===== config.mk =====
export PLATFORM = sky130hd
export DESIGN_NAME = dfc_ctrl
export DESIGN_NICKNAME = d
export VERILOG_FILES = /design/src/sv/dfc_pkg.sv /design/src/sv/dfc_ctrl.sv
export SDC_FILE = /design/constraint.sdc
export NUM_CORES = 1
export LEC_CHECK = 0
export BUFFER_PORTS_ARGS = -buffer_cell sky130_fd_sc_hd__buf_2
export CAP_MARGIN = 10
export CORE_AREA = 2 2 39 41
export DETAILED_ROUTE_END_ITERATION = 6
export DIE_AREA = 0 0 41 43
export PLACE_DENSITY = 0.48
export SLEW_MARGIN = 30
export SYNTH_ARGS = -nofsm -noshare
export SYNTH_HDL_FRONTEND = slang
export SYNTH_SLANG_ARGS = --single-unit

===== constraint.sdc =====
create_clock -name clock -period 2.5 [get_ports clock]
set_input_delay 0.5 -clock clock [delete_from_list [all_inputs] [get_ports clock]]
set_output_delay 0.5 -clock clock [all_outputs]
set_load 0.005 [all_outputs]

===== src/sv/dfc_pkg.sv =====
// ----------------------------------------------------------------------------
// Damped comb filter package
// Shared constants, control types and saturation helper for the filter core.
// ----------------------------------------------------------------------------
`default_nettype none

package dfc_pkg;

   localparam int MAX_DELAY  = 4096;
   localparam int ADDR_W     = $clog2(MAX_DELAY);
   localparam int FILL_W     = ADDR_W + 1;
   localparam int DLEN_W     = 12;
   localparam int SAMPLE_W   = 16;
   localparam int FRAC_W     = 15;
   localparam int COEF_W     = SAMPLE_W + 1;
   localparam int PROD_W     = 2 * SAMPLE_W;
   localparam int SUM_W      = PROD_W + 1;
   localparam int ROUND_W    = SUM_W - FRAC_W;

   localparam int CSR_ADDR_W = 3;
   localparam int CSR_DATA_W = 32;

   localparam logic [DLEN_W-1:0]   DLEN_RESET = DLEN_W'(2048);
   localparam logic [SAMPLE_W-1:0] GAIN_RESET = SAMPLE_W'(24576);

   localparam logic signed [COEF_W-1:0] COEF_NEW = COEF_W'(6554);
   localparam logic signed [COEF_W-1:0] COEF_OLD = COEF_W'(26214);

   localparam logic signed [SUM_W-1:0] ROUND_BIAS = SUM_W'(1) <<< (FRAC_W - 1);

   typedef enum logic {
      REG_DELAY_LENGTH  = 1'b0,
      REG_FEEDBACK_GAIN = 1'b1
   } reg_index_type;

   typedef struct packed {
      logic start;
      logic do_feedback;
      logic do_diff;
      logic do_new;
      logic commit;
   } dfc_ctl_type;

   function automatic logic signed [SAMPLE_W-1:0] sat16(input logic signed [ROUND_W-1:0] v);
      logic signed [ROUND_W-1:0] hi;
      logic signed [ROUND_W-1:0] lo;
      hi = ROUND_W'(32767);
      lo = -ROUND_W'(32768);
      if (v > hi) begin
         sat16 = SAMPLE_W'(32767);
      end else if (v < lo) begin
         sat16 = SAMPLE_W'(16'h8000);
      end else begin
         sat16 = v[SAMPLE_W-1:0];
      end
   endfunction

endpackage

`default_nettype wire


===== src/sv/dfc_ctrl.sv =====
// ----------------------------------------------------------------------------
// Filter controller
// Sequences one sample through the datapath and owns both handshakes.
// ----------------------------------------------------------------------------
`default_nettype none

module dfc_ctrl
   import dfc_pkg::*;
(
   input  wire logic  clock,
   input  wire logic  reset,
   input  wire logic  req_valid,
   output logic       req_ready,
   output logic       rsp_valid,
   input  wire logic  rsp_ready,
   output dfc_ctl_type ctl
);

   typedef enum logic [4:0] {
      S_IDLE     = 5'b00001,
      S_FEEDBACK = 5'b00010,
      S_DIFF     = 5'b00100,
      S_NEW      = 5'b01000,
      S_MIX      = 5'b10000
   } state_type;

   state_type state_ff;
   state_type state_in;
   logic      rsp_valid_ff;
   logic      rsp_valid_in;
   logic      out_free;

   assign out_free  = ~rsp_valid_ff | rsp_ready;
   assign req_ready = (state_ff == S_IDLE);

   always_comb begin
      state_in = state_ff;
      ctl      = '0;
      unique case (state_ff)
         S_IDLE: begin
            if (req_valid) begin
               ctl.start = 1'b1;
               state_in  = S_FEEDBACK;
            end
         end
         S_FEEDBACK: begin
            ctl.do_feedback = 1'b1;
            state_in        = S_DIFF;
         end
         S_DIFF: begin
            ctl.do_diff = 1'b1;
            state_in    = S_NEW;
         end
         S_NEW: begin
            ctl.do_new = 1'b1;
            state_in   = S_MIX;
         end
         S_MIX: begin
            if (out_free) begin
               ctl.commit = 1'b1;
               state_in   = S_IDLE;
            end
         end
         default: state_in = S_IDLE;
      endcase
   end

   always_comb begin
      if (ctl.commit) begin
         rsp_valid_in = 1'b1;
      end else if (rsp_ready) begin
         rsp_valid_in = 1'b0;
      end else begin
         rsp_valid_in = rsp_valid_ff;
      end
   end

   always_ff @(posedge clock) begin
      if (reset) begin
         state_ff     <= S_IDLE;
         rsp_valid_ff <= 1'b0;
      end else begin
         state_ff     <= state_in;
         rsp_valid_ff <= rsp_valid_in;
      end
   end

   assign rsp_valid = rsp_valid_ff;

endmodule

`default_nettype wire


# Word level (Yosys, flattened, before mapping)
# Index checks and enable logic that the tools add are counted.
[word_totals]
regBits = 6
inputBits = 4
output_inout_bits = 7
word_cells = 25
[classes]
eq_ne = 7
mux = 12
n_bitwise = 2
reduce_logical = 2
[op_table]
columns = ["op", "n"]
rows = [
  ["case mux 5 bit (5 select lines)", 1],
  ["2-to-1 mux 5 bit", 2],
  ["2-to-1 mux 1 bit", 9],
  ["== test 5 x 1 -> 1 bit, second input constant", 1],
  ["== test 5 x 2 -> 1 bit, second input constant", 1],
  ["== test 5 x 3 -> 1 bit, second input constant", 1],
  ["== test 5 x 4 -> 1 bit, second input constant", 1],
  ["== test 5 bit, second input constant", 1],
  ["inequality test 2 bit, second input constant", 2],
  ["AND reduction 2 bit", 1],
  ["nonzero test 2 bit", 1],
  ["inverter 1 bit", 1],
  ["OR 1 bit", 1],
]

# Depth between registers and ports, before layout
# Gate-level depths: netlist of the first run.
[depth]
word_depth = 5
depth_mapped = 4
ltp_nobuf = 3

# Worst setup path before layout of the first run
# No wires, ideal clock.
[synth_path]
kind = "register -> output"
start = "reg state_ff[3]"
end = "out ctl[0] (netlist name)"
t_arrival_ns = 0.857
path_slack_ns = 1.143
path_stages_with_launch = 5
path_buffers = 1
cell_sequence = "dfxtp_1 nor3_2 nand3b_1 nor2_1 buf_4"
[synth_rtl]
columns = ["item", "line_no", "rtl"]
rows = [
  ["from (decl)", "dfc_ctrl.sv:27", "state_type state_ff;"],
  ["from (signal assigned)", "dfc_ctrl.sv:83", "state_ff <= state_in;"],
  ["to (decl)", "dfc_ctrl.sv:16", "output dfc_ctl_type ctl"],
]

==> results of run 1 <==
-- area by class of cell --
class / count / area (um2) / share of cell area
Sequential cell: 6 / 120 / 0.313
Multi-Input combinational cell: 24 / 160 / 0.417
Tap cell: 16 / 20.0 / 0.0521
Inverter: 3 / 11.3 / 0.0293
Timing Repair Buffer: 10 / 50.0 / 0.130
Clock buffer: 3 / 22.5 / 0.0586
-- per-stage QoR --
step / power, W / cells / cell area (um2)
final: 0.000222 / 62 / 384
after global routing: 0.000237 / 62 / 384
after CTS: 0.000226 / 62 / 384
after detailed placement: 0.000139 / 59 / 362
after global placement: 0.000139 / 59 / 362
after floorplan: 0.000126 / 35 / 307
-- critical path: stages, from the launching register on --
cell      delay [ns]
dfxtp_1         0.35
nor3_2          0.27
nand3b_1        0.17
inv_1           0.08
buf_2           0.10
-- power breakdown --
group | internal [W] | switching [W]
clock network | 0.0000541 | 0.0000315
registers | 0.000100 | 0.00000572
logic | 0.0000172 | 0.0000135
total | 0.000171 | 0.0000507
-- cell families (layout without fill, tap and decap cells) --
group | after synthesis | count (layout)
XOR/XNOR | 1 | 1
buffers and inverters | 5 | 16
flip-flops | 6 | 6
AND/OR/NAND/NOR | 17 | 17
AO/OA/AOI/OAI | 6 | 6
-- registers in the layout, indices dropped and copies added (netlist names) --
name       cells
rsp_valid      1
state_ff       5
-- metal layers --
metal,wire length [um],part of all wire,vias up,GRT usage
li1,-,-,143,-
met1,237,0.42,128,0.0740
met3,34,0.060,4,0.0314
met4,34,0.060,0,0.120
met2,260,0.46,9,0.113
met5,0,0,-,0
-- final timing paths --
check,start,end,slack [ns]
min,reset,rsp_valid,0.47
max,state_ff[3],ctl[2],0.80
max reg2reg,state_ff[3],state_ff[0],1.39
min reg2reg,rsp_valid,rsp_valid,0.47
-- cell usage in the layout (no fill, tap or decap), drive strengths merged, types with 2 or more instances in the layout --
| cell | n |
|---|---|
| nand3b | 3 |
| inv | 3 |
| nor3 | 2 |
| clkbuf | 3 |
| buf | 10 |
| nor2b | 2 |
| a21oi | 2 |
| dfxtp | 6 |
| nor2 | 4 |
==> metrics.md, run 1 <==
| Metric | Value |
|---|---|
| Finished Core Util | `0.278` |
| Async set or reset register ratio after synthesis | `0` |
| DIE HEIGHT | `43 um` |
| Setup Viol. Count Final | `0` |
| DRT Pass-1 Iters | `2` |
| Vias in the first global route | `239` |
| Hold Fails Final Rpt | `0` |
| Synth area leaders | `dfxtp_1, nand3b_1, buf_4, nor2_1, nor2b_1` |
| # IOs | `11` |
| Syn avg cell area | `~8.8 um2` |
| Leak | `0.191 nW` |
| Starting density of the core | `0.222` |
| Site row count | `14` |
| Post-CTS Setup Bufs | `0` |
| Setup tns final | `0 ns` |
| Most common cell in the netlist | `dfxtp_1` |
| Estimated wirelength of the detail-placed design | `469 um` |
| VDD IR max | `0.000148 V` |
| Post-synth cell types | `20` |
| Max-Cap Viols | `0` |
| Final nets | `52` |
| Combinational family with the most area after synthesis | `simple AND/OR/NAND/NOR gates` |
| Worst min path class | `input pin to register` |
| Reg clk slew, reported paths | `0.04 ns` |
| Post-Synth Simple-Gate Area | `0.359` |
| Hold Slack | `0.470 ns` |
| Multiplexer share of the synthesized area | `0` |
| DR DRC count | `0` |
| I/O Buffers | `10` |
| Synthesized instance count | `35` |
| Pin count of the biggest net entering global routing | `7` |
| Core ar. | `1380 um2` |
| Via density | `4.58` |
| Critical Path End Type | `output port` |
| First-pass GRT wire length | `883 um` |
| Clock buffer depth | `2` |
| GR Overflow Total | `0` |
| F_max | `0.587 GHz` |
| Period minus WS final | `~1.7 ns` |
| Main flop type after synthesis | `dfxtp_1` |
| Critical path launch point type | `register` |
| Unrepaired setup endpoints after global routing | `no` |
| Die width | `41 um` |
| Proportion of layout cells with a drive suffix above 1 | `0.326` |
| Synth top area share | `0.392` |
| Skew-Pair Late Insertion Delay | `approximately 0.24 ns` |
| Worst path arrival time | `1.20 ns` |
| CTS tree | `done` |
| Final antenna-violating net count | `0` |
| Synth Warn # | `0` |
| Synth Area in Compound Gates | `0.135` |
| Drt wl/cell | `just over 9 um` |
| CTS Sinks | `6` |
| Sequential-to-total area share from yosys stat | `0.392` |
| Post_cts resized | `0` |
| Xor/xnor cell area share of the yosys netlist | `0.0286` |
| Worst Skew | `0.00183 ns` |
| Antenna cells | `0` |
| Die area | `1760 um2` |
| Top post-synthesis cells by count | `dfxtp_1, nor2_1, inv_1, nand3b_1` |
| Worst-Margin Slew | `0.230 ns` |
| Hold Crit Depth | `2` |
| Synth-to-Final Area Change | `25.3%` |
| Crit path max fanout | `6` |
| CTS H-tree depth | `1` |
| Status | `complete, no violations` |
| Worst slew margin | `0.846` |
| Inserted Clock Buffers | `3` |
| Synthesized net count | `39` |
| Slew Viols, Final | `0` |
| Yosys top cell by area | `dfxtp_1` |
| Worst setup margin | `between 0.7 and 0.8 ns` |
| Yosys reg bits | `6` |
| Power Density | `578 nW/um2` |
| Mapped Area | `about 300 um2` |
| GP Congestion | `0.672` |
| # fillers | `150` |
| Critical Setup Path Class | `register to output port` |
| Initial antenna violation count | `0` |
| Synth Area in Adders | `0` |
| Final wirelength | `568 um` |
| Pre-CTS setup slack | `1.04 ns` |
| Violation count after the first detailed-route iteration | `3` |
| Crit path required time | `2.00 ns` |
| DR vias | `284` |
| R2r worst-path depth | `3` |
| Post-CTS Hold Fix Bufs | `0` |
| Clock root cell | `clkbuf_4` |
| Number of synthesized flops with an enable pin | `0` |
| Tcrit/Tclk final | `0.682` |
| Total GRT Usage | `0.0833` |
No activity file was read; power rests on OpenSTA's default activity.
==> run 2: changes to the inputs <==
ABC_AREA = 1   (was unset)
PLACE_DENSITY = 0.53   (was 0.48)
clock period = 1.4 ns   (was 2.5 ns; I/O delays follow)
==> metrics.md, run 2 <==
| Metric | Value |
|---|---|
| Critical path launch point type | `register` |
| Antenna cells | `0 (unchanged)` |
| Synthesized net count | `55 (+41%)` |
| Yosys reg bits | `6 (unchanged)` |
| Synth Area in Compound Gates | `0.0769 (-0.0578)` |
| FF-to-FF setup slack | `0.38 ns (-1.01 ns)` |
| Proportion of layout cells with a drive suffix above 1 | `0.403 (+0.0771)` |
| CTS Sinks | `6 (unchanged)` |
| Yosys top cell by area | `dfxtp_1` |
| Xor/xnor cell area share of the yosys netlist | `0 (-0.0286)` |
| Synth top area share | `0.352 (-0.0402)` |
| Synth-to-Final Area Change | `26.4%` |
| Tcrit/Tclk final | `0.959` |
| Clock root cell | `clkbuf_4` |
| Starting density of the core | `0.247 (+0.0253)` |
| Synth Warn # | `0 (unchanged)` |
| Unrepaired setup endpoints after global routing | `yes` |
| Max-Cap Viols | `0 (unchanged)` |
| Commonest non-fill, non-tap cells in the layout | `nor2_1, buf_2, inv_1, nand2_1, dfxtp_1` |
| Hold Fails Final Rpt | `0 (unchanged)` |
| Total GRT Usage | `0.0923 (+0.00894)` |
| Largest stage delay, worst path | `0.34 ns (about the same)` |
| Crit path max fanout | `5 (-1)` |
| Setup Viol. Count Final | `0 (unchanged)` |
| # IOs | `11 (unchanged)` |
| Post-Synth Simple-Gate Area | `0.407 (+0.0474)` |
| DIE HEIGHT | `43 um (unchanged)` |
| Drt wl/cell | `8.13 um (-11%)` |
| Main flop type after synthesis | `dfxtp_1` |
| Synth Area in Adders | `0 (unchanged)` |
| Crit path required time | `1.12 ns (-0.88 ns)` |
| Site row count | `14 (unchanged)` |
| CP Buf/Inv Count | `1 (-1)` |
| Mapped Area | `342 um2 (+11%)` |
| Pin count of the biggest net entering global routing | `7 (unchanged)` |
| DR DRC count | `0 (unchanged)` |
| Post-CTS Setup Bufs | `0 (unchanged)` |
| Worst slew margin | `0.884 (+0.0381)` |
| Vias in the first global route | `275 (+15%)` |
| Post-synth cell types | `15 (-25%)` |
| CP Cell Sequence | `nor2_4 -> nand3_4 -> nor2_1 -> buf_2` |
| Slew Viols, Final | `0 (unchanged)` |
| CTS H-tree depth | `1 (unchanged)` |
| Async set or reset register ratio after synthesis | `0 (unchanged)` |
| Via density | `4.13 (-9.9%)` |
| Core ar. | `1380 um2 (unchanged)` |
| Worst path arrival time | `1.06 ns (-0.14 ns)` |
| First-pass GRT wire length | `1010 um (+15%)` |
| Period minus WS final | `1.34 ns` |
| DR vias | `322 (+13%)` |
| F_max | `0.745 GHz` |
| Worst-Margin Slew | `0.174 ns (-0.0561 ns)` |
| Estimated wirelength of the detail-placed design | `508 um (+8.2%)` |
| CP max stage cell | `dfxtp_2` |
| Skew-Pair Late Insertion Delay | `0.25 ns (about the same)` |
| Final wirelength | `634 um (+12%)` |
| Worst Skew | `0.00496 ns (+0.00313 ns)` |
| Critical Path End Type | `output port` |
| Most flops, register | `state_ff` |
| CTS tree | `done` |
| Final nets | `68 (+31%)` |
| Number of synthesized flops with an enable pin | `0 (unchanged)` |
| Leak | `0.212 nW (+11%)` |
| Synthesized instance count | `51 (+46%)` |
| GR Overflow Total | `0 (unchanged)` |
| DRT Pass-1 Iters | `2 (unchanged)` |
| Status | `complete, no violations` |
| Power Density | `985 nW/um2 (+70%)` |
| Clock buffer depth | `2 (unchanged)` |
| Final antenna-violating net count | `0 (unchanged)` |
| Synth area leaders | `dfxtp_1, nor2_1, inv_1, nand2_1, nand3_2` |
| Area of the multi-input gates | `175 um2 (+9.4%)` |
| Reg area | `123 um2 (+2.1%)` |
| Most common cell in the netlist | `nor2_1` |
| Inserted Clock Buffers | `3 (unchanged)` |
| I/O Buffers | `10 (unchanged)` |
| GP Congestion | `0.666 (-0.89%)` |
| CP top delay family | `simple AND/OR/NAND/NOR gates` |
| Initial antenna violation count | `0 (unchanged)` |
| Violation count after the first detailed-route iteration | `3 (unchanged)` |
| Worst min path class | `input pin to register` |
| Syn avg cell area | `6.70 um2 (-24%)` |
| Die area | `1760 um2 (unchanged)` |
| VDD IR max | `0.000353 V (+140%)` |
| # fillers | `157 (+4.7%)` |
| Multiplexer share of the synthesized area | `0 (unchanged)` |
| Setup tns final | `0 ns (unchanged)` |
| Reg clk slew, reported paths | `0.05 ns (about the same)` |
| Combinational family with the most area after synthesis | `simple AND/OR/NAND/NOR gates` |
| Largest register FFs | `5 (unchanged)` |
| Top post-synthesis cells by count | `nor2_1, inv_1, nand2_1, dfxtp_1` |
| Post-CTS Hold Fix Bufs | `0 (unchanged)` |
| Die width | `41 um (unchanged)` |
| Critical Setup Path Class | `register to output port` |
| Finished Core Util | `0.312 (+0.0344)` |
| Sequential-to-total area share from yosys stat | `0.352 (-0.0402)` |
-- run 2: cell types whose count changed after synthesis, moves of 2 or more --
cell,before,now
inv_2,0,2
nor2_1,4,10
nand2_1,0,8
nor2_2,0,3
nor3_1,1,3
inv_1,3,8
nand3_2,0,2
nor2b_1,2,0
nand3b_1,3,0
-- run 2: cell type report --
type	count	area share
inverter	11	0.0957
timing repair buffer	10	0.116
multi-input combinational	32	0.406
clock buffer	3	0.0522
sequential	6	0.284
tap	16	0.0464
-- run 2: through the flow --
| step | std cells | total power (W) | area, um2 | hold slack, ns | worst slack [ns] |
|---|---|---|---|---|---|
| floorplan | 51 | 0.000238 | 342 | 0.349 | 0.360 |
| global placement | 75 | 0.000262 | 397 | 0.526 | 0.310 |
| detailed placement | 75 | 0.000262 | 397 | 0.529 | 0.302 |
| CTS | 78 | 0.000429 | 419 | 0.285 | 0.0281 |
| global route | 78 | 0.000456 | 432 | 0.295 | -0.00971 |
| finish | 78 | 0.000425 | 432 | 0.290 | 0.0572 |
-- run 2: power by group --
group | total (W) | internal, W | leakage [nW] | switching [W]
Combinational | 0.0000766 | 0.0000321 | 0.149 | 0.0000445
Sequential | 0.000187 | 0.000179 | 0.0491 | 0.00000745
Clock | 0.000162 | 0.0000971 | 0.0138 | 0.0000647
Total | 0.000425 | 0.000309 | 0.212 | 0.000117
-- run 2: cells by family (layout without fill, tap and decap cells) --
logic type	after synthesis	in the layout
DFF	6	6
and+or+nand+nor	28	28
AOI/OAI and AO/OA	4	4
buffers and inverters	13	24
-- run 2: timing repair --
action / CTS / global route
gates resized for setup: 0 / 4
endpoints found under the hold margin: 0 / 0
setup endpoints to repair: 0 / 5
-- run 2: worst paths after layout --
kind / from / to / depth (start not counted)
setup / recovery: state_ff[3] / ctl[4] / 4
hold / removal: reset / state_ff[4] / 2
setup reg to reg: state_ff[3] / state_ff[0] / 6
hold reg to reg: state_ff[4] / rsp_valid / 2
-- run 2: routing by layer --
layer | global-route usage | part of all wire
met5 | 0 | 0
met1 | 0.103 | 0.48
met3 | 0.0785 | 0.085
met2 | 0.122 | 0.43
met4 | 0.0400 | 0
