==> config.mk <==
export PLATFORM = sky130hd
export DESIGN_NAME = dfc_csr
export DESIGN_NICKNAME = d
export VERILOG_FILES = /design/src/sv/dfc_pkg.sv /design/src/sv/dfc_csr.sv
export SDC_FILE = /design/constraint.sdc
export NUM_CORES = 1
export LEC_CHECK = 0
export ABC_AREA = 1
export BUFFER_PORTS_ARGS = -buffer_cell sky130_fd_sc_hd__buf_2
export CORE_MARGIN = 3
export CORE_UTILIZATION = 45
export DETAILED_ROUTE_END_ITERATION = 6
export PLACE_DENSITY = 0.81
export SLEW_MARGIN = 15
export SYNTH_ARGS = -nofsm -noshare
export SYNTH_HDL_FRONTEND = slang
export SYNTH_SLANG_ARGS = --single-unit
export TNS_END_PERCENT = 50
==> constraint.sdc <==
create_clock -name clock -period 2.9 [get_ports clock]
set_input_delay 0.87 -clock clock [delete_from_list [all_inputs] [get_ports clock]]
set_output_delay 0.87 -clock clock [all_outputs]
set_load 0.005 [all_outputs]
==> src/sv/dfc_pkg.sv <==
// ----------------------------------------------------------------------------
// Damped comb filter package
// Shared constants, control types and saturation helper for the filter core.
// ----------------------------------------------------------------------------
`default_nettype none

package dfc_pkg;

   localparam int MAX_DELAY  = 4096;
   localparam int ADDR_W     = $clog2(MAX_DELAY);
   localparam int FILL_W     = ADDR_W + 1;
   localparam int DLEN_W     = 12;
   localparam int SAMPLE_W   = 16;
   localparam int FRAC_W     = 15;
   localparam int COEF_W     = SAMPLE_W + 1;
   localparam int PROD_W     = 2 * SAMPLE_W;
   localparam int SUM_W      = PROD_W + 1;
   localparam int ROUND_W    = SUM_W - FRAC_W;

   localparam int CSR_ADDR_W = 3;
   localparam int CSR_DATA_W = 32;

   localparam logic [DLEN_W-1:0]   DLEN_RESET = DLEN_W'(2048);
   localparam logic [SAMPLE_W-1:0] GAIN_RESET = SAMPLE_W'(24576);

   localparam logic signed [COEF_W-1:0] COEF_NEW = COEF_W'(6554);
   localparam logic signed [COEF_W-1:0] COEF_OLD = COEF_W'(26214);

   localparam logic signed [SUM_W-1:0] ROUND_BIAS = SUM_W'(1) <<< (FRAC_W - 1);

   typedef enum logic {
      REG_DELAY_LENGTH  = 1'b0,
      REG_FEEDBACK_GAIN = 1'b1
   } reg_index_type;

   typedef struct packed {
      logic start;
      logic do_feedback;
      logic do_diff;
      logic do_new;
      logic commit;
   } dfc_ctl_type;

   function automatic logic signed [SAMPLE_W-1:0] sat16(input logic signed [ROUND_W-1:0] v);
      logic signed [ROUND_W-1:0] hi;
      logic signed [ROUND_W-1:0] lo;
      hi = ROUND_W'(32767);
      lo = -ROUND_W'(32768);
      if (v > hi) begin
         sat16 = SAMPLE_W'(32767);
      end else if (v < lo) begin
         sat16 = SAMPLE_W'(16'h8000);
      end else begin
         sat16 = v[SAMPLE_W-1:0];
      end
   endfunction

endpackage

`default_nettype wire

==> src/sv/dfc_csr.sv <==
// ----------------------------------------------------------------------------
// Filter configuration registers
// APB-style register file holding the delay length and the feedback gain.
// ----------------------------------------------------------------------------
`default_nettype none

module dfc_csr
   import dfc_pkg::*;
(
   input  wire logic                   clock,
   input  wire logic                   reset,
   input  wire logic                   psel,
   input  wire logic                   penable,
   input  wire logic                   pwrite,
   input  wire logic [CSR_ADDR_W-1:0]  paddr,
   input  wire logic [CSR_DATA_W-1:0]  pwdata,
   output logic      [CSR_DATA_W-1:0]  prdata,
   output logic                        pready,
   output logic      [DLEN_W-1:0]      delay_length,
   output logic signed [SAMPLE_W-1:0]  feedback_gain
);

   logic [DLEN_W-1:0]   dlen_ff;
   logic [DLEN_W-1:0]   dlen_in;
   logic [SAMPLE_W-1:0] gain_ff;
   logic [SAMPLE_W-1:0] gain_in;
   logic                wr_stb;
   reg_index_type       reg_idx;

   assign pready  = 1'b1;
   assign wr_stb  = psel & penable & pwrite;
   assign reg_idx = reg_index_type'(paddr[2]);

   always_comb begin
      dlen_in = dlen_ff;
      gain_in = gain_ff;
      if (wr_stb) begin
         unique case (reg_idx)
            REG_DELAY_LENGTH:  dlen_in = pwdata[DLEN_W-1:0];
            REG_FEEDBACK_GAIN: gain_in = pwdata[SAMPLE_W-1:0];
            default: ;
         endcase
      end
   end

   always_comb begin
      unique case (reg_idx)
         REG_DELAY_LENGTH:  prdata = CSR_DATA_W'(dlen_ff);
         REG_FEEDBACK_GAIN: prdata = CSR_DATA_W'(gain_ff);
         default:           prdata = '0;
      endcase
   end

   always_ff @(posedge clock) begin
      if (reset) begin
         dlen_ff <= DLEN_RESET;
         gain_ff <= GAIN_RESET;
      end else begin
         dlen_ff <= dlen_in;
         gain_ff <= gain_in;
      end
   end

   assign delay_length  = dlen_ff;
   assign feedback_gain = gain_ff;

endmodule

`default_nettype wire

# --- Word-level counts from Yosys, hierarchy flattened ---
# Cells that the tools add are included.
classes:
  add_sub_neg: 0
  muxes: 1
  div: 0
  shift: 0
  magnitude_cmp: 0
  n_reduce_logical: 2
  n_bitwise: 3
  multipliers: 0
  eq_ne: 0
ops:
  columns: ["operator", "count"]
  rows:
  - ["32-bit one-hot mux with 2 select lines", 1]
  - ["2-bit AND reduction", 2]
  - ["1-bit bitwise AND", 2]
  - ["1-bit inverter", 1]
word_totals:
  word_cells: 8
  register_bits: 28
  rom_bits: 0
  ram_bits: 0
  output_inout_bits: 61
  in_bits: 40
  mem_count: 0
  latch_bits: 0

# --- Depth between registers and ports, before layout ---
# Gate-level depths: netlist (run 1).
depth:
  ltp_word: 3
  ltp_mapped: 6
  ltp_nobuf: 5

# --- Worst setup path after synthesis (run 1) ---
# Ideal clock, no wire load.
synth_timing:
  path_kind: "input -> output"
  from: "in paddr[2]"
  to: "out prdata[0]"
  path_buffers: 2
  arrival_ps: 1410
  path_stages: 5
  setup_slack_ps: 620
  t_required_ps: 2030
  path_cell_list: "buf_4 -> inv_4 -> buf_2 -> nand2_1 -> nand2_1"
synth_between:
  elab_chain_cells: 2
synth_lines:
  columns: ["item", "line", "rtl"]
  rows:
  - ["from (decl)", "dfc_csr.sv:15", "input wire logic [CSR_ADDR_W-1:0] paddr,"]
  - ["1-bit inverter (no source line)", null, null]
  - ["32-bit one-hot mux with 2 select lines *", "dfc_csr.sv:47", "unique case (reg_idx)"]
  - ["to (decl)", "dfc_csr.sv:17", "output logic [CSR_DATA_W-1:0] prdata,"]
# Mark *: on every way between the ends. The rest lies on a longest branch, timed or not. The select of a mux whose other input is x is not followed.

# --- Worst setup path in the final report (run 1) ---
# Same ends and word-level chain as after synthesis.

==> metrics.md, run 1 <==
| Metric | Value |
|---|---|
| Status | `finished clean` |
| Post-DP Area | `1759 µm²` |
| Area growth syn-to-layout | `16.34%` |
| Cells after Synth | `between 200 and 250` |
| Antenna violations before repair | `0` |
| CTS tree | `built` |
| Setup Slack @ Placement | `0.4072 ns` |
| Max clock buf depth | `2` |
| Final wirelength | `3.231 mm` |
| CP peak stage delay | `roughly 0.34 ns` |
| Fin util | `a little under three fifths` |
| Port bufs | `65` |
| Final period util | `85.82%` |
| Number of gates resized after cts | `0` |
| CP required | `between 2 and 2.5 ns` |
| Synth Area per Inst | `between 6 and 7 µm²` |
| Endpoint class of the critical path | `output pin` |
| Die width | `between 60 and 70 µm` |
| H-tree level count | `1` |
| DPL Wire Length | `2.229 mm` |
| Placeable core area | `~3200 µm²` |
| Flops & latches, synth | `28` |
| CP startpoint kind | `input pin` |
| Cell area after layout | `around 1800 µm²` |
| Placed cells | `between 300 and 400` |
| Crit path max fanout | `33` |
| Register share of total power | `between 50% and 60%` |
| Sw Share | `27.58%` |
| Layout cells sized above 1 | `a little over a quarter` |
| Placer Congestion | `slightly below 0.7` |
| Peak VDD IR | `about 0.26 mV` |
| Slew @ Worst Pin | `roughly 0.57 ns` |
| Die Height | `64.34 µm` |
| Fmax | `401.8 MHz` |
| Cell Chain, Critical Path | `buf_2 -> buf_4 -> nand2_1 -> nand2_1 -> buf_2` |
| Iter 0 DRT Violations | `65` |
| Synth cell types | `18` |
| Drt pass-1 iters | `4` |
| Worst slew margin | `between 60 and 70%` |
| Routed Antenna Nets | `0` |
| Vias in the first global route | `~1300` |
| CTS sink count | `28` |
| Final-report max-slew violation count | `0` |
| Global-route wire length before repair | `5.464 mm` |
| Crit Path Class | `in -> out` |
| Ant diodes | `0` |
| Slack of the critical path | `0.4111 ns` |
| Worst Skew | `0 ns` |
| Worst path top cell family by delay | `buffers and inverters` |
| Min Tclk post-route | `between 2 and 2.5 ns` |
| Setup Fix Bufs, Post-CTS | `0` |
| Share of the yosys chip area belonging to registers | `36.60%` |
| Drt wl/cell | `about 9.7 µm` |
| Min-delay worst type | `reg -> reg` |
| Leak | `between 1 and 1.5 nW` |
| Hold_buf cts | `0` |
| DIE AREA | `slightly above 4000 µm²` |
| Total track usage | `between 10% and 20%` |
| DRC viols | `0` |
| Non-filler cells, final | `about 330` |
| Max_cap viols | `0` |
| Initial core utilization | `48.57%` |
| Nets | `332` |
| Largest net degree at the start of global routing | `34` |
| Mapped cell area | `around 1500 µm²` |
| Setup violators final | `0` |
| Clock Latency Late Sink | `roughly 0.31 ns` |
| Cts bufs inserted | `3` |
| Synth warn | `0` |
| Site Rows | `20` |
| P_sw | `roughly 0.19 mW` |
| Crit-path slowest cell | `buf_4` |
| RSZ-0062 raised after global routing | `false` |
| Via density | `roughly 4.4` |
| Boundary Pins | `around 100` |
| CTS root buffer | `clkbuf_4` |
| Clk slew on worst S/H paths | `between 0.1 and 0.15 ns` |
| Vias after detailed routing | `about 1500` |
| Remaining global-route overflow | `0` |
| Cell Int Power | `0.4937 mW` |
| Pwr per Cell Area | `~380 nW/µm²` |
| Critical path data arrival time | `approximately 1.6 ns` |
| Clock power share | `a little under a quarter` |
| Final-report hold violation count | `0` |
| CP Buf/Inv Count | `3` |
| Post-route setup TNS | `0 ns` |
| Combinational power share | `17.4%` |
-- sequential cells by signal, summed over array words and instances, names as in the netlist --
name	cells
feedback_gain	16
delay_length	12
-- power groups by stage --
| stage | logic (mW) | registers, mW | clock network, mW |
|---|---|---|---|
| floorplan | 0.0924 | 0.417 | 0 |
| global route | 0.138 | 0.411 | 0.176 |
| detailed placement | 0.119 | 0.416 | 0 |
| global placement | 0.118 | 0.416 | 0 |
| CTS | 0.119 | 0.408 | 0.165 |
| finish | 0.118 | 0.408 | 0.156 |
-- layout make-up --
cell class | instances | area (µm²)
Clock buffer | 3 | 22.52
Fill cell | 354 | 1371
Inverter | 21 | 81.33
Multi-Input combinational cell | 172 | 729.5
Sequential cell | 28 | 560.5
Tap cell | 44 | 55.05
Timing Repair Buffer | 66 | 332.8
-- layer usage --
layer	track usage (%)	vias to the layer above	part of all wire, %
met4	3.958	0	0.99
met1	19.83	639	45
met2	28.35	50	47
li1	-	785	-
met5	0	-	0
met3	4.218	4	6.9
-- tightest hold or removal path, cell delays in order, from the launching register on --
cell and delay [ns]:
dfxtp_1 0.34, nand2_1 0.06, nand3_1 0.05
-- cells by family after synthesis --
logic type      after synthesis  share of synthesized area (%)
simple gates                154                          43.14
flops                        28                          36.60
compound gates                1                         0.3265
other cells                   2                         0.4904
buf+inv                      50                          19.44
-- stage by stage --
step	hold WS (ns)	total power [mW]
detailed placement	0.4621	0.5354
global route	0.5039	0.7242
finish	0.4881	0.6817
floorplan	0.4722	0.5093
CTS	0.4911	0.6917
global placement	0.4581	0.5341
-- path summary, 6_finish.rpt --
check,start,to,slack (ns),cells after the start
worst max-delay path,paddr[2],prdata[0],0.41,5
worst min-delay path,feedback_gain[14],feedback_gain[14],0.49,2
worst max register to register,delay_length[11],delay_length[11],2.30,2
worst min register to register,feedback_gain[14],feedback_gain[14],0.49,2
-- cells in the mapped netlist (all sizes together) --
| library cell | number | area (µm²) |
|---|---|---|
| buf | 29 | 216.5 |
| o21ai | 1 | 5.000 |
| nand3 | 29 | 157.7 |
| inv | 21 | 81.33 |
| nand2 | 72 | 272.8 |
| dfxtp | 28 | 560.5 |
| nor2 | 53 | 230.2 |
| conb | 2 | 7.510 |
-- cell usage in the layout (no fill, tap or decap), types with 2 or more instances in the layout --
master and n:
inv_1 18, inv_2 2, nor2_4 2, conb_1 17, nand3_1 28, dfxtp_1 28
clkbuf_4 3, nand2_1 71, nor2_1 50, buf_2 65
Note: power is estimated with default switching activity, not from simulation.
==> run 2: changes to the inputs <==
CORE_UTILIZATION = 42   (was 45)
PLACE_DENSITY = 0.76   (was 0.81)
clock period = 2.6 ns   (was 2.9 ns; I/O delays follow)
==> run 2 against run 1 <==
  * Non-clock buffer count up 1
  * Sequential share of layout area is 0.41 points lower
  * Combinational power rose by 14%
  * Utilization shrank 3.7 points
  * Hold slack gained 0.0011 ns
  * Setup slack lost 0.0042 ns
  * Critical endpoint is now prdata[5]
  * Largest cell class unchanged
==> metrics.md, run 2 (synthesized netlist as in run 1, its figures left out) <==
| Metric | Value |
|---|---|
| Status | `finished clean` |
| CP startpoint kind | `input pin` |
| Die Height | `66.39 µm` |
| Most common cell after layout, fill and taps aside | `nand2_1` |
| Min-delay worst type | `reg -> reg` |
| Cell Int Power | `0.5832 mW` |
| Sw Share | `between 20 and 30%` |
| Final wirelength | `roughly 3.3 mm` |
| Vias after detailed routing | `1475` |
| Leak | `roughly 1.1 nW` |
| Placer Congestion | `around 0.70` |
| Hold_buf cts | `0` |
| DRC viols | `0` |
| Nets | `~330` |
| Reg area | `around 560 µm²` |
| Min Tclk post-route | `about 2.2 ns` |
| Initial core utilization | `~45%` |
| Fmax | `between 400 and 500 MHz` |
| Global-route wire length before repair | `5.126 mm` |
| Port bufs | `65` |
| Combinational power share | `16.7%` |
| Total track usage | `about 15%` |
| Peak VDD IR | `between 0.15 and 0.2 mV` |
| CP required | `between 1.5 and 2 ns` |
| P_sw | `roughly 0.22 mW` |
| Number of gates resized after cts | `0` |
| Iter 0 DRT Violations | `50` |
| Antenna violations before repair | `0` |
| CTS root buffer | `clkbuf_4` |
| Drt pass-1 iters | `4` |
| Clock power share | `around a quarter` |
| Crit path max fanout | `24` |
| Post-route setup TNS | `0 ns` |
| Most frequent cells in the layout | `nand2_1, buf_2, nor2_1, nand3_1, dfxtp_1` |
| CP peak stage delay | `0.24 ns` |
| Cts bufs inserted | `3` |
| Vias in the first global route | `between 1000 and 1500` |
| Routed Antenna Nets | `0` |
| H-tree level count | `1` |
| Max reg flops | `16` |
| Final-report max-slew violation count | `0` |
| Remaining global-route overflow | `0` |
| Area growth syn-to-layout | `17.89%` |
| Max clock buf depth | `2` |
| Ant diodes | `0` |
| Drt wl/cell | `about 10 µm` |
| Via density | `approximately 4.4` |
| CTS sink count | `28` |
| Max_cap viols | `0` |
| Slew @ Worst Pin | `approximately 0.57 ns` |
| Multi-input gate area | `~730 µm²` |
| CTS tree | `built` |
| Setup Slack @ Placement | `roughly 0.4 ns` |
| Final-report hold violation count | `0` |
| Final period util | `84.35%` |
| Crit-path slowest cell | `inv_4` |
| Fillers | `377` |
| Crit Path Class | `in -> out` |
| Cell Chain, Critical Path | `buf_2 -> inv_4 -> nand2_1 -> nand2_1 -> buf_2` |
| Boundary Pins | `between 100 and 150` |
| Pwr per Cell Area | `approximately 440 nW/µm²` |
| Clk slew on worst S/H paths | `0.15 ns` |
| Site Rows | `21` |
| Placeable core area | `3416 µm²` |
| Critical path data arrival time | `between 1 and 1.5 ns` |
| DPL Wire Length | `about 2.4 mm` |
| Worst slew margin | `about three fifths` |
| Die width | `66.39 µm` |
| Slack of the critical path | `about 0.41 ns` |
| Register share of total power | `about 57%` |
| Clock Latency Late Sink | `0.32 ns` |
| Endpoint class of the critical path | `output pin` |
| Layout cells sized above 1 | `between 20% and 30%` |
| Setup Fix Bufs, Post-CTS | `0` |
| RSZ-0062 raised after global routing | `false` |
| Largest net degree at the start of global routing | `29` |
| DIE AREA | `between 4000 and 5000 µm²` |
| Setup violators final | `0` |
| Worst Skew | `0 ns` |
run 2: power groups by stage:
stage          Combinational (mW)  Clock [mW]  Sequential [mW]
3_5_place_dp                0.134           0            0.464
6_report                    0.134       0.213            0.455
2_1_floorplan               0.103           0            0.465
5_1_grt                     0.153       0.236            0.458
4_1_cts                     0.135       0.219            0.455
3_3_place_gp                0.133           0            0.464
run 2: layer usage:
layer / share of wire, % / track usage, % / up-vias
met1: 47 / 18.74 / 645
met2: 46 / 25.65 / 45
li1: - / - / 783
met3: 6.7 / 2.381 / 2
met4: 0.45 / 3.046 / 0
met5: 0 / 0 / -
run 2: final cells by class:
type	instances	area share, %
tap	46	3.188
inverter	21	4.505
multi-input combinational	172	40.40
sequential	28	31.05
timing repair buffer	67	18.85
clock buffer	4	2.010
run 2: per-stage QoR:
stage               area [µm²]  instances  utilization (%)  power, mW  hold slack, ns
finish                    1805        338            52.86     0.8017          0.4892
global route              1805        338            52.86     0.8473          0.5197
CTS                       1805        338            52.86     0.8082          0.4908
detailed placement        1769        334            51.79     0.5987          0.4617
global placement          1769        334            51.79     0.5971          0.4617
floorplan                 1588        250                -     0.5681          0.4722
run 2: final timing paths:
check / start / endpoint / slack (ns) / cells after the start
max: paddr[2] / prdata[5] / 0.41 / 5
min reg2reg: feedback_gain[14] / feedback_gain[14] / 0.49 / 2
min: feedback_gain[14] / feedback_gain[14] / 0.49 / 2
max reg2reg: delay_length[11] / delay_length[11] / 1.99 / 2
run 2: critical path, delay by kind of cell:
kind                   cells  cell delay, ns
and+or+nand+nor            2            0.17
buffers and inverters      3            0.46
==> run 3: changes to the inputs <==
CORE_UTILIZATION = 38   (was 42)
PLACE_DENSITY = 0.73   (was 0.76)
clock period = 1.9 ns   (was 2.6 ns; I/O delays follow)
==> run 3 against run 2 <==
  * Final area is 2.7% higher
  * Sequential power is 37% higher
  * First-iteration DRC count is 16% higher
  * Global-route usage is 0.22 points lower
  * Critical path type unchanged
  * Largest power group unchanged
  * Highest routed layer unchanged
==> metrics.md, run 3 (synthesized netlist as in run 1, its figures left out) <==
| Metric | Value |
|---|---|
| Most frequent cells in the layout | `nand2_1, buf_2, nor2_1, nand3_1, dfxtp_1` |
| Vias after detailed routing | `1492` |
| Clk slew on worst S/H paths | `about 0.090 ns` |
| Clock Latency Late Sink | `roughly 0.27 ns` |
| Antenna violations before repair | `0` |
| Die Height | `a little under 70 µm` |
| Post-DP Area | `1799 µm²` |
| Setup Fix Bufs, Post-CTS | `0` |
| DIE AREA | `around 4800 µm²` |
| Endpoint class of the critical path | `output pin` |
| Drt pass-1 iters | `4` |
| Hold path depth | `2` |
| Register share of total power | `between 50% and 60%` |
| Ant diodes | `0` |
| Clock power share | `a little under a third` |
| Nets | `between 300 and 400` |
| Worst Skew | `0 ns` |
| Final-report max-slew violation count | `0` |
| Largest net degree at the start of global routing | `29` |
| Hold_buf cts | `0` |
| Via density | `4.363` |
| Reg2Reg Setup Slack | `between 1 and 1.5 ns` |
| Cell Int Power | `just under 0.9 mW` |
| Drt wl/cell | `10.15 µm` |
| H-tree level count | `1` |
| Max clock buf depth | `2` |
| Post-route setup TNS | `0 ns` |
| Final period util | `91.07%` |
| Site Rows | `22` |
| P_sw | `between 0.3 and 0.4 mW` |
| DPL Wire Length | `around 2.5 mm` |
| CP startpoint kind | `input pin` |
| Max_cap viols | `0` |
| CTS root buffer | `clkbuf_8` |
| Final wirelength | `3.472 mm` |
| Reg2Reg Depth | `2` |
| R2R Path Start | `delay_length[11]` |
| Cts bufs inserted | `3` |
| CP required | `about 1.3 ns` |
| Vias in the first global route | `1302` |
| Layout cells sized above 1 | `27.55%` |
| Combinational power share | `between 10% and 20%` |
| Number of gates resized after cts | `0` |
| Cell area after layout | `~1900 µm²` |
| Status | `finished clean` |
| Remaining global-route overflow | `0` |
| Initial core utilization | `between 40% and 50%` |
| Placer Congestion | `0.7415` |
| Peak VDD IR | `roughly 0.41 mV` |
| Fillers | `410` |
| Max reg flops | `16` |
| CTS tree | `built` |
| Global-route wire length before repair | `between 5 and 6 mm` |
| Crit-path slowest cell | `inv_4` |
| Placed cells | `between 300 and 400` |
| Final-report hold violation count | `0` |
| Iter 0 DRT Violations | `58` |
| Total track usage | `between 10 and 15%` |
| Sw Share | `roughly a quarter` |
| Non-filler cells, final | `~340` |
| Hold path endpoint | `feedback_gain[13]` |
| Fmax | `577.9 MHz` |
| Hold Startpoint | `feedback_gain[13]` |
| Port bufs | `65` |
| Die width | `just under 70 µm` |
| Placeable core area | `3771 µm²` |
| Min Tclk post-route | `1.730 ns` |
| Crit path max fanout | `22` |
| Area growth syn-to-layout | `21.08%` |
| Pwr per Cell Area | `approximately 630 nW/µm²` |
| CP peak stage delay | `approximately 0.20 ns` |
| Worst Setup SP | `paddr[2]` |
| Boundary Pins | `around 100` |
| Routed Antenna Nets | `0` |
| Min-delay worst type | `reg -> reg` |
| Setup violators final | `0` |
| Critical path data arrival time | `between 1 and 1.5 ns` |
| DRC viols | `0` |
| Most common cell after layout, fill and taps aside | `nand2_1` |
| RSZ-0062 raised after global routing | `false` |
| CTS sink count | `28` |
| Cell Chain, Critical Path | `buf_2 -> inv_4 -> nand2_1 -> nand2_1 -> buf_2` |
| RR Endpoint | `delay_length[11]` |
| Crit Path Class | `in -> out` |
| Leak | `about 1.1 nW` |
run 3: how the worst max path moves through the flow:
stage / endpoint / slack, ns
floorplan: prdata[0] / 0.22
finish: prdata[5] / 0.17
CTS: prdata[2] / 0.15
global route: prdata[9] / 0.08
global placement: prdata[5] / 0.15
detailed placement: prdata[2] / 0.15
run 3: through the flow:
stage / total power [mW] / util, % / hold slack [ns] / setup slack, ns
after floorplan: 0.7774 / - / 0.4722 / 0.2204
after global placement: 0.8243 / 47.71 / 0.4629 / 0.1520
after detailed placement: 0.8275 / 47.71 / 0.4801 / 0.1524
after CTS: 1.190 / 49.17 / 0.5014 / 0.1526
after global routing: 1.234 / 49.17 / 0.5151 / 0.08320
final: 1.174 / 49.17 / 0.4934 / 0.1696
run 3: final cells by class:
| class | count | area, µm² | share of cell area [%] |
|---|---|---|---|
| Tap cell | 48 | 60.06 | 3.239 |
| Inverter | 21 | 81.33 | 4.386 |
| Sequential cell | 28 | 560.5 | 30.23 |
| Timing Repair Buffer | 69 | 367.9 | 19.84 |
| Multi-Input combinational cell | 172 | 729.5 | 39.34 |
| Clock buffer | 4 | 55.05 | 2.969 |
run 3: per-layer routing:
| metal | up-vias | GRT usage [%] | wire, µm |
|---|---|---|---|
| li1 | 789 | - | - |
| met1 | 641 | 17.93 | 1534 |
| met2 | 57 | 24.79 | 1634 |
| met3 | 5 | 4.348 | 280 |
| met4 | 0 | 2.603 | 23 |
| met5 | - | 0 | 0 |
run 3: worst max-delay path: cells and delay by family:
family | cells | cell delay, ns
simple gates | 2 | 0.14
buf+inv | 3 | 0.44
run 3: power by group through the flow:
stage                     clock network, mW  logic [mW]  registers, mW
after detailed placement                  0       0.192          0.636
after global routing                  0.391       0.217          0.625
after CTS                             0.376       0.192          0.622
after floorplan                           0       0.141          0.636
final                                 0.362       0.190          0.622
after global placement                    0       0.190          0.635
